File: config.mk
export PLATFORM = sky130hd
export DESIGN_NAME = xor_checked_frame_decoder_unit_flat
export DESIGN_NICKNAME = d
export VERILOG_FILES = /design/src/sv/xcfd_pkg.sv /design/src/sv/xcfd_rx_if.sv /design/src/sv/xcfd_res_if.sv /design/src/sv/xor_checked_frame_decoder_unit.sv /design/src/flat_wrapper.sv
export SDC_FILE = /design/constraint.sdc
export NUM_CORES = 1
export LEC_CHECK = 0
export BUFFER_PORTS_ARGS = -buffer_cell sky130_fd_sc_hd__buf_2
export CAP_MARGIN = 20
export CELL_PAD_IN_SITES_DETAIL_PLACEMENT = 0
export CELL_PAD_IN_SITES_GLOBAL_PLACEMENT = 1
export CORE_UTILIZATION = 46
export DETAILED_ROUTE_END_ITERATION = 8
export MAX_ROUTING_LAYER = met4
export PLACE_DENSITY = 0.8
export SLEW_MARGIN = 5
export SYNTH_ARGS = -nofsm -noshare
export SYNTH_HDL_FRONTEND = slang
export SYNTH_SLANG_ARGS = --single-unit
export TNS_END_PERCENT = 1
File: constraint.sdc
create_clock -name clk_i -period 5.45 [get_ports clk_i]
set_clock_uncertainty 0.2 [all_clocks]
set_input_delay 1.09 -clock clk_i [delete_from_list [all_inputs] [get_ports clk_i]]
set_output_delay 1.09 -clock clk_i [all_outputs]
set_load 0.05 [all_outputs]
File: src/sv/xcfd_pkg.sv
`timescale 1ns / 1ps
`default_nettype none
// ----------------------------------------------------------------------------
// xcfd_pkg: shared types and constants of the XOR-checked frame decoder
// Phase codes, field widths and the start-of-frame marker.
// ----------------------------------------------------------------------------
package xcfd_pkg;

  localparam int unsigned ByteW = 8;
  localparam int unsigned WordW = 16;

  localparam logic [ByteW-1:0] StartByte = 8'hFE;

  typedef logic [ByteW-1:0] byte_t;
  typedef logic [WordW-1:0] word_t;

  typedef enum logic [2:0] {
    PH_WAIT     = 3'd0,
    PH_FUNC_MSB = 3'd1,
    PH_FUNC_LSB = 3'd2,
    PH_LEN_MSB  = 3'd3,
    PH_LEN_LSB  = 3'd4,
    PH_PAYLOAD  = 3'd5,
    PH_CHECKSUM = 3'd6
  } phase_e;

  typedef enum logic {
    KIND_PAYLOAD   = 1'b0,
    KIND_FRAME_END = 1'b1
  } kind_e;

  typedef struct packed {
    logic  result_kind;
    word_t function_code;
    word_t payload_length;
    word_t byte_index;
    byte_t byte_value;
    logic  checksum_ok;
  } result_t;

endpackage
`default_nettype wire

File: src/sv/xcfd_rx_if.sv
`timescale 1ns / 1ps
`default_nettype none
// ----------------------------------------------------------------------------
// xcfd_rx_if: received byte channel
// Valid/ready channel carrying one received byte per transaction.
// ----------------------------------------------------------------------------
interface xcfd_rx_if;
  logic             valid;
  logic             ready;
  xcfd_pkg::byte_t  rx_byte;

  modport source (output valid, output rx_byte, input ready);
  modport sink   (input valid, input rx_byte, output ready);
endinterface
`default_nettype wire

File: src/sv/xcfd_res_if.sv
`timescale 1ns / 1ps
`default_nettype none
// ----------------------------------------------------------------------------
// xcfd_res_if: decoded result channel
// Valid/ready channel carrying a payload byte or a frame-end report.
// ----------------------------------------------------------------------------
interface xcfd_res_if;
  logic             valid;
  logic             ready;
  logic             result_kind;
  xcfd_pkg::word_t  function_code;
  xcfd_pkg::word_t  payload_length;
  xcfd_pkg::word_t  byte_index;
  xcfd_pkg::byte_t  byte_value;
  logic             checksum_ok;

  modport source (output valid, output result_kind, output function_code,
                  output payload_length, output byte_index, output byte_value,
                  output checksum_ok, input ready);
  modport sink   (input valid, input result_kind, input function_code,
                  input payload_length, input byte_index, input byte_value,
                  input checksum_ok, output ready);
endinterface
`default_nettype wire

File: src/sv/xor_checked_frame_decoder_unit.sv
`timescale 1ns / 1ps
`default_nettype none
// ----------------------------------------------------------------------------
// xor_checked_frame_decoder_unit: start/length framed decoder with XOR check
// Hunts for 0xFE, reads function code and length, streams payload bytes with
// their index and reports frame end with a checksum-ok flag.
// ----------------------------------------------------------------------------
//  channel | dir | transaction
//  rx_i    | in  | one received byte (rx_byte)
//  res_o   | out | payload byte with index, or frame-end report
//
//  One byte per cycle sustained while res_o is ready. A byte is held in the input
//  register, then the parser updates its state and loads the result register.
//  Async active-low reset returns the parser to hunting for the start byte.
//  A stalled result register stalls the input register and then rx_i.ready.
// ----------------------------------------------------------------------------
module xor_checked_frame_decoder_unit (
  input  wire logic   clk_i,
  input  wire logic   rst_ni,
  xcfd_rx_if.sink     rx_i,
  xcfd_res_if.source  res_o
);
  import xcfd_pkg::*;

  // input register
  logic    in_vld_q;
  byte_t   in_byte_q;

  // parser state
  phase_e  phase_q, phase_d;
  word_t   func_q, func_d;
  word_t   len_q, len_d;
  word_t   cnt_q, cnt_d;
  byte_t   xor_q, xor_d;

  // result register
  logic    out_vld_q, out_vld_d;
  result_t res_q, res_d;
  logic    emit;

  logic    advance;
  word_t   cnt_inc;

  assign advance    = !out_vld_q || res_o.ready;
  assign rx_i.ready = !in_vld_q || advance;
  assign cnt_inc    = cnt_q + word_t'(1);

  always_ff @(posedge clk_i or negedge rst_ni) begin
    if (!rst_ni) begin
      in_vld_q <= 1'b0;
    end else if (rx_i.ready) begin
      in_vld_q <= rx_i.valid;
    end
  end

  always_ff @(posedge clk_i) begin
    if (rx_i.ready && rx_i.valid) begin
      in_byte_q <= rx_i.rx_byte;
    end
  end

  // next state
  always_comb begin
    phase_d = phase_q;
    func_d  = func_q;
    len_d   = len_q;
    cnt_d   = cnt_q;
    xor_d   = xor_q;
    if (in_vld_q && advance) begin
      case (phase_q)
        PH_WAIT: begin
          if (in_byte_q == StartByte) begin
            xor_d   = StartByte;
            cnt_d   = '0;
            phase_d = PH_FUNC_MSB;
          end
        end
        PH_FUNC_MSB: begin
          func_d  = {in_byte_q, ByteW'(0)};
          xor_d   = xor_q ^ in_byte_q;
          phase_d = PH_FUNC_LSB;
        end
        PH_FUNC_LSB: begin
          func_d  = {func_q[WordW-1:ByteW], in_byte_q};
          xor_d   = xor_q ^ in_byte_q;
          phase_d = PH_LEN_MSB;
        end
        PH_LEN_MSB: begin
          len_d   = {in_byte_q, ByteW'(0)};
          xor_d   = xor_q ^ in_byte_q;
          phase_d = PH_LEN_LSB;
        end
        PH_LEN_LSB: begin
          len_d   = {len_q[WordW-1:ByteW], in_byte_q};
          xor_d   = xor_q ^ in_byte_q;
          phase_d = (len_d == '0) ? PH_CHECKSUM : PH_PAYLOAD;
        end
        PH_PAYLOAD: begin
          xor_d   = xor_q ^ in_byte_q;
          cnt_d   = cnt_inc;
          if (cnt_inc >= len_q) begin
            phase_d = PH_CHECKSUM;
          end
        end
        PH_CHECKSUM: begin
          phase_d = PH_WAIT;
        end
        default: begin
          phase_d = PH_WAIT;
        end
      endcase
    end
  end

  // result generation
  always_comb begin
    emit                 = 1'b0;
    res_d.result_kind    = KIND_PAYLOAD;
    res_d.function_code  = func_q;
    res_d.payload_length = len_q;
    res_d.byte_index     = cnt_q;
    res_d.byte_value     = in_byte_q;
    res_d.checksum_ok    = 1'b0;
    case (phase_q)
      PH_PAYLOAD: begin
        emit = 1'b1;
      end
      PH_CHECKSUM: begin
        emit              = 1'b1;
        res_d.result_kind = KIND_FRAME_END;
        res_d.checksum_ok = (in_byte_q == xor_q);
      end
      default: begin
        emit = 1'b0;
      end
    endcase
  end

  always_comb begin
    out_vld_d = out_vld_q;
    if (advance) begin
      out_vld_d = in_vld_q && emit;
    end
  end

  always_ff @(posedge clk_i or negedge rst_ni) begin
    if (!rst_ni) begin
      phase_q   <= PH_WAIT;
      func_q    <= '0;
      len_q     <= '0;
      cnt_q     <= '0;
      xor_q     <= '0;
      out_vld_q <= 1'b0;
    end else begin
      phase_q   <= phase_d;
      func_q    <= func_d;
      len_q     <= len_d;
      cnt_q     <= cnt_d;
      xor_q     <= xor_d;
      out_vld_q <= out_vld_d;
    end
  end

  always_ff @(posedge clk_i) begin
    if (advance && in_vld_q && emit) begin
      res_q <= res_d;
    end
  end

  assign res_o.valid          = out_vld_q;
  assign res_o.result_kind    = res_q.result_kind;
  assign res_o.function_code  = res_q.function_code;
  assign res_o.payload_length = res_q.payload_length;
  assign res_o.byte_index     = res_q.byte_index;
  assign res_o.byte_value     = res_q.byte_value;
  assign res_o.checksum_ok    = res_q.checksum_ok;

  // frame end always reports the full payload count
  a_end_index: assert property (@(posedge clk_i) disable iff (!rst_ni)
    (out_vld_q && res_q.result_kind == KIND_FRAME_END)
      |-> (res_q.byte_index == res_q.payload_length))
    else $error("frame end index differs from length");

  // payload results carry an in-range index and no checksum flag
  a_payload_fields: assert property (@(posedge clk_i) disable iff (!rst_ni)
    (out_vld_q && res_q.result_kind == KIND_PAYLOAD)
      |-> (!res_q.checksum_ok && res_q.byte_index < res_q.payload_length))
    else $error("bad payload result fields");

  // inside the payload the count stays below the declared length
  a_count_range: assert property (@(posedge clk_i) disable iff (!rst_ni)
    (phase_q == PH_PAYLOAD) |-> (cnt_q < len_q))
    else $error("payload count out of range");

  // input back-pressure only comes from a stalled result register
  a_stall_cause: assert property (@(posedge clk_i) disable iff (!rst_ni)
    !rx_i.ready |-> (in_vld_q && out_vld_q && !res_o.ready))
    else $error("input stalled without cause");

  // a stalled input byte does not move the parser
  a_hold_state: assert property (@(posedge clk_i) disable iff (!rst_ni)
    (in_vld_q && !advance) |=> (phase_q == $past(phase_q) && xor_q == $past(xor_q)))
    else $error("parser moved while stalled");

endmodule
`default_nettype wire
File: src/flat_wrapper.sv
// flat-port wrapper written by rule: the top's interface ports become plain ports
module xor_checked_frame_decoder_unit_flat import xcfd_pkg::*;
  (clk_i, rst_ni, rx_i_valid, rx_i_rx_byte, rx_i_ready, res_o_valid, res_o_result_kind, res_o_function_code, res_o_payload_length, res_o_byte_index, res_o_byte_value, res_o_checksum_ok, res_o_ready);
  xcfd_rx_if rx_i_i ();
  xcfd_res_if res_o_i ();
  input  wire logic clk_i;
  input  wire logic rst_ni;
  input wire logic [$bits(rx_i_i.valid)-1:0] rx_i_valid;
  input wire logic [$bits(rx_i_i.rx_byte)-1:0] rx_i_rx_byte;
  output wire logic [$bits(rx_i_i.ready)-1:0] rx_i_ready;
  output wire logic [$bits(res_o_i.valid)-1:0] res_o_valid;
  output wire logic [$bits(res_o_i.result_kind)-1:0] res_o_result_kind;
  output wire logic [$bits(res_o_i.function_code)-1:0] res_o_function_code;
  output wire logic [$bits(res_o_i.payload_length)-1:0] res_o_payload_length;
  output wire logic [$bits(res_o_i.byte_index)-1:0] res_o_byte_index;
  output wire logic [$bits(res_o_i.byte_value)-1:0] res_o_byte_value;
  output wire logic [$bits(res_o_i.checksum_ok)-1:0] res_o_checksum_ok;
  input wire logic [$bits(res_o_i.ready)-1:0] res_o_ready;
  assign rx_i_i.valid = rx_i_valid;
  assign rx_i_i.rx_byte = rx_i_rx_byte;
  assign rx_i_ready = rx_i_i.ready;
  assign res_o_valid = res_o_i.valid;
  assign res_o_result_kind = res_o_i.result_kind;
  assign res_o_function_code = res_o_i.function_code;
  assign res_o_payload_length = res_o_i.payload_length;
  assign res_o_byte_index = res_o_i.byte_index;
  assign res_o_byte_value = res_o_i.byte_value;
  assign res_o_checksum_ok = res_o_i.checksum_ok;
  assign res_o_i.ready = res_o_ready;
  xor_checked_frame_decoder_unit u_core (.clk_i(clk_i), .rst_ni(rst_ni), .rx_i(rx_i_i), .res_o(res_o_i));
endmodule
Word-level counts from Yosys, hierarchy flattened
Index checks and enable logic that the tools add are counted.
{"block": "op_classes", "add_sub_neg": 1, "n_lt_le_gt_ge": 1, "eq_ne": 10, "n_mux": 12, "bitwise_logic": 3, "n_reduce_logical": 23}
{"operator": "$pmux W16 S2", "n": 3}
{"operator": "$pmux W3 S6", "n": 1}
{"operator": "$add A16 B1 Y16 const B", "n": 1}
{"operator": "$ge A16 B16 Y1", "n": 1}
{"operator": "$logic_not A16 Y1", "n": 1}
{"operator": "$mux W16", "n": 1}
{"operator": "$pmux W8 S2", "n": 1}
{"operator": "$reduce_and A3 Y1", "n": 5}
{"operator": "$eq A3 B3 Y1 const B", "n": 3}
{"operator": "$eq A8 B8 Y1", "n": 1}
{"operator": "$eq A8 B8 Y1 const B", "n": 1}
{"operator": "$mux W8", "n": 1}
{"operator": "$reduce_bool A2 Y1", "n": 4}
{"operator": "$xor A8 B8 Y8", "n": 1}
{"operator": "$eq A3 B2 Y1 const B", "n": 2}
{"operator": "$mux W3", "n": 2}
{"operator": "$reduce_or A5 Y1", "n": 1}
{"operator": "$logic_and A1 B1 Y1", "n": 4}
{"operator": "$ne A2 B1 Y1 const B", "n": 2}
{"operator": "$reduce_and A2 Y1", "n": 2}
{"operator": "$eq A3 B1 Y1 const B", "n": 1}
{"operator": "$logic_not A3 Y1", "n": 1}
{"operator": "$logic_not A1 Y1", "n": 2}
{"operator": "$logic_or A1 B1 Y1", "n": 2}
{"operator": "4 further kinds", "n": 6}
{"block": "totals", "reg_bits": 127, "out_inout_bits": 60, "wordCells": 66}

Logic depth before layout (Yosys ltp)
{"block": "logic_depth", "ltp_word": 4, "mapped_depth": 11}

Worst setup path after synthesis
No wires, ideal clock.
{"block": "synth_timing", "path_kind": "input to register", "startpoint": "input res_o_ready", "endpoint": "register u_core.res_q, in the netlist u_core.res_o.byte_index[0] (enable)", "setup_ns": 0.474, "arrival_ns": 3.845, "t_required_ns": 4.776, "setup_slack_ns": 0.931, "stages": 3, "path_buffers": 0, "path_cell_list": "nand2b_1 nand2_1 nor2_1"}
{"block": "synth_between", "elab_chain_cells": 3}
{"element": "start: declaration", "line": "flat_wrapper.sv:18", "text": "input wire logic [$bits(res_o_i.ready)-1:0] res_o_ready;"}
{"element": "$logic_or A1 B1 Y1", "line": "xor_checked_frame_decoder_unit.sv:44", "text": "assign advance = !out_vld_q || res_o.ready;"}
{"element": "$logic_and A1 B1 Y1 (2 in a row)", "line": "xor_checked_frame_decoder_unit.sv:165", "text": "if (advance && in_vld_q && emit) begin"}
{"element": "end signal: assignment", "line": "xor_checked_frame_decoder_unit.sv:166", "text": "res_q <= res_d;"}
{"element": "end: declaration", "line": "xor_checked_frame_decoder_unit.sv:38", "text": "result_t res_q, res_d;"}
Every way passes these cells.
A chain may end at the register's enable or synchronous reset.

Worst setup path in the final report
{"block": "layout_timing", "startpoint": "register u_core.cnt_q[0]", "endpoint": "register u_core.phase_q[1]"}
{"block": "layout_between", "elab_chain_cells": 4}
{"element": "start: declaration", "line": "xor_checked_frame_decoder_unit.sv:33", "text": "word_t cnt_q, cnt_d;"}
{"element": "start signal: assignment", "line": "xor_checked_frame_decoder_unit.sv:158", "text": "cnt_q <= cnt_d;"}
{"element": "$add A16 B1 Y16", "line": "xor_checked_frame_decoder_unit.sv:46", "text": "assign cnt_inc = cnt_q + word_t'(1);"}
{"element": "$ge A16 B16 Y1", "line": "xor_checked_frame_decoder_unit.sv:101", "text": "if (cnt_inc >= len_q) begin"}
{"element": "$ne A2 B1 Y1 (no line)"}
{"element": "$reduce_and A3 Y1 (no line)"}
{"element": "end signal: assignment", "line": "xor_checked_frame_decoder_unit.sv:155", "text": "phase_q <= phase_d;"}
{"element": "end: declaration", "line": "xor_checked_frame_decoder_unit.sv:30", "text": "phase_e phase_q, phase_d;"}
Every way passes these cells.

==> run_results.csv <==
group,metric,value,unit
global_route,grt_overflow,0,
timing,drv_slew,0,
worst_hold_path,hp-class,"reg2reg",
synth,synth.ff_latch_count,127,
synth,syn-num-nets,498,
clock_network,cts_buffers,17,
finish,drive_above_1_share,0.196,
synth,synthArstFlopShare,0.480,
run,maxCapViolCount,0,
clock_network,clock_latency,410,ps
clock_network,clockBufferDepth,2,
finish,final_common_cell,"nand2_1",
setup_path,cp-end-kind,"flip-flop",
routing,drtAntennaViolNets,0,
power_and_ir_drop,peakVddDrop,0.000203,V
die,io_pins,72,
timing,rsz0062_at_grt,"false",
clock_network,cts_root_buffer,"clkbuf_16",
routing,drc_errors,14,
power_and_ir_drop,powerDensity,516,nW/µm²
setup_path,crit_type,"reg2reg",
routing,vias_per_cell,5.41,
finish,fin_nets,566,
clock_network,cts_tree,"yes",
setup_path,required,5540,ps
synth,synth_area,5480,µm²
synth,ys_seq_area_frac,0.640,
die,initial_core_util,0.476,
synth,yosysUniqueCellTypes,46,
timing,min_period_over_period,0.578,
global_route,grt_pass1_vias,3661,
routing,wire_per_inst,16.5,µm
timing,slew_headroom,0.373,
timing,final-hold-violation-count,0,
routing,drtIter0Drc,320,
clock_network,postCtsHoldBufs,0,
routing,routed_wl,11.4,mm
synth,synth-edff-count,66,
clock_network,clock-sinks,127,
setup_path,cp_max_fo,7,
run_status,status,"finished with violations",
routing,vias,3749,
finish,final_cell_mix,"nand2_1 (73), buf_2 (71), edfxtp_1 (66)",
timing,clock.fmax,318,MHz
die,dieArea,12400,µm²
global_route,antenna_found_initial,0,
die,fp.dieH,111,µm
clock_network,cts_resized,0,
placed_design,dpl.hpwl,7.35,mm
timing,tightestPinTransition,934,ps
placed_design,io_buffers,71,
synth,avgSynthCellArea,11.7,µm²
routing,firstDrtPassIters,7,
finish,utilization,0.562,
timing,setup_violations,0,
clock_network,post-cts-setup-buffer-count,0,
power_and_ir_drop,p_leak,2.76,nW
die,placementRows,39,
finish,n_antenna_cell,0,
global_route,grt_pass1_wl,18.5,mm
clock_network,cts_max_level,4,
die,placeableCoreArea,11500,µm²
synth,ys.flop_type,"edfxtp_1",
finish,area_growth_syn_to_layout,18.2,%
synth,syn_inst,469,
run_status,violations,"design-rule violations",
timing,finalSetupTns,0,ps
setup_path,cp_data_arrival_time,3240,ps
synth,yosys_warnings,0,
global_route,grt_max_degree,62,
clock_network,cts.reportedPaths.clkPinSlew,50,ps
timing,finalCriticalPeriod,3150,ps
setup_path,worst_setup_path_start_kind,"flip-flop",
global_route,track_usage,0.202,
die,die_w,111,µm
placed_design,gp_routability_congestion,0.866,
[per-stage QoR]
stage          instance area (µm²)  setup slack [ps]  power, W  instances  hold WS [ps]
4_1_cts                       6460              2320   0.00337        692           248
5_1_grt                       6480              2030   0.00353        693           261
2_1_floorplan                 5480               931   0.00207        469           221
3_3_place_gp                  5900              2180   0.00224        660           233
6_report                      6480              2300   0.00334        693           252
3_5_place_dp                  5900              2080   0.00228        660           236
[worst max-delay path, stage by stage (launching register included)]
cell and delay (ps):
dfrtp_1 440, ha_1 310, nand4_1 200, nor3_1 500
nand2_1 190, xnor2_1 220, ha_1 260, nand2_1 80
o2111ai_1 120, a21oi_1 160, o22ai_1 120, a41o_1 230
[cell usage after synthesis, types with 8 or more instances]
library cell,n,area share
ha_1,17,0.039
inv_1,20,0.014
a22o_1,9,0.014
nor2_1,34,0.023
dfrtp_1,61,0.28
o21ai_0,39,0.036
nand4_1,8,0.0091
nand3_1,22,0.020
xor2_1,8,0.013
edfxtp_1,66,0.36
nand2_1,73,0.050
a21oi_1,9,0.0082
xnor2_1,12,0.019
o31ai_1,10,0.014
clkbuf_1,14,0.0096
[layer usage]
| layer | track usage | up-vias | wire length (µm) |
|---|---|---|---|
| li1 | - | 1812 | - |
| met1 | 0.261 | 1824 | 5310 |
| met2 | 0.307 | 94 | 5420 |
| met3 | 0.0563 | 19 | 497 |
| met4 | 0.0703 | 0 | 197 |
| met5 | - | - | 0 |
[cell families (layout without fill, tap and decap cells)]
| family | after synthesis | after routing | synth area share |
|---|---|---|---|
| buffers and inverters | 45 | 126 | 0.0381 |
| AND/OR/NAND/NOR | 170 | 170 | 0.144 |
| adder cells (fa/ha/maj) | 17 | 17 | 0.0388 |
| XOR/XNOR | 20 | 20 | 0.0320 |
| AO/OA/AOI/OAI | 90 | 90 | 0.106 |
| flip-flops | 127 | 127 | 0.640 |
[final cells by class]
type                    instances  area, µm²
fillers                       970       5040
flip-flops and latches        127       3510
multi-input cells             297       1770
clock buffers                  21        440
repair buffers                 74        385
well taps                     143        179
clock inverters                11        119
inverters                      20       75.1
[state kept, by name (all words and copies together), names as in the netlist, 8 cells and up]
| register | cells |
|---|---|
| u_core.cnt_q | 16 |
| u_core.res_o.byte_value | 8 |
| u_core.len_q | 16 |
| u_core.res_o.payload_length | 16 |
| u_core.func_q | 16 |
| u_core.xor_q | 8 |
| u_core.res_o.function_code | 16 |
| u_core.in_byte_q | 8 |
| u_core.res_o.byte_index | 16 |
[worst paths after layout]
kind                             startpoint                            end  slack [ps]  cells after the start
setup / recovery            u_core.cnt_q[0]              u_core.phase_q[1]        2300                     11
hold / removal             u_core.func_q[5]  u_core.res_o.function_code[5]         250                      0
setup reg to reg            u_core.cnt_q[0]              u_core.phase_q[1]        2300                     11
hold reg to reg            u_core.func_q[5]  u_core.res_o.function_code[5]         250                      0
max in group asynchronous            rst_ni                u_core.cnt_q[5]        3860                      2
min in group asynchronous            rst_ni                u_core.cnt_q[2]         640                      2
[power breakdown]
group | total (W) | internal [W] | switching (W)
clock | 0.00107 | 0.000669 | 0.000401
combinational | 0.000836 | 0.000270 | 0.000566
sequential | 0.00144 | 0.00126 | 0.000177
(Power assumes the default switching activity.)
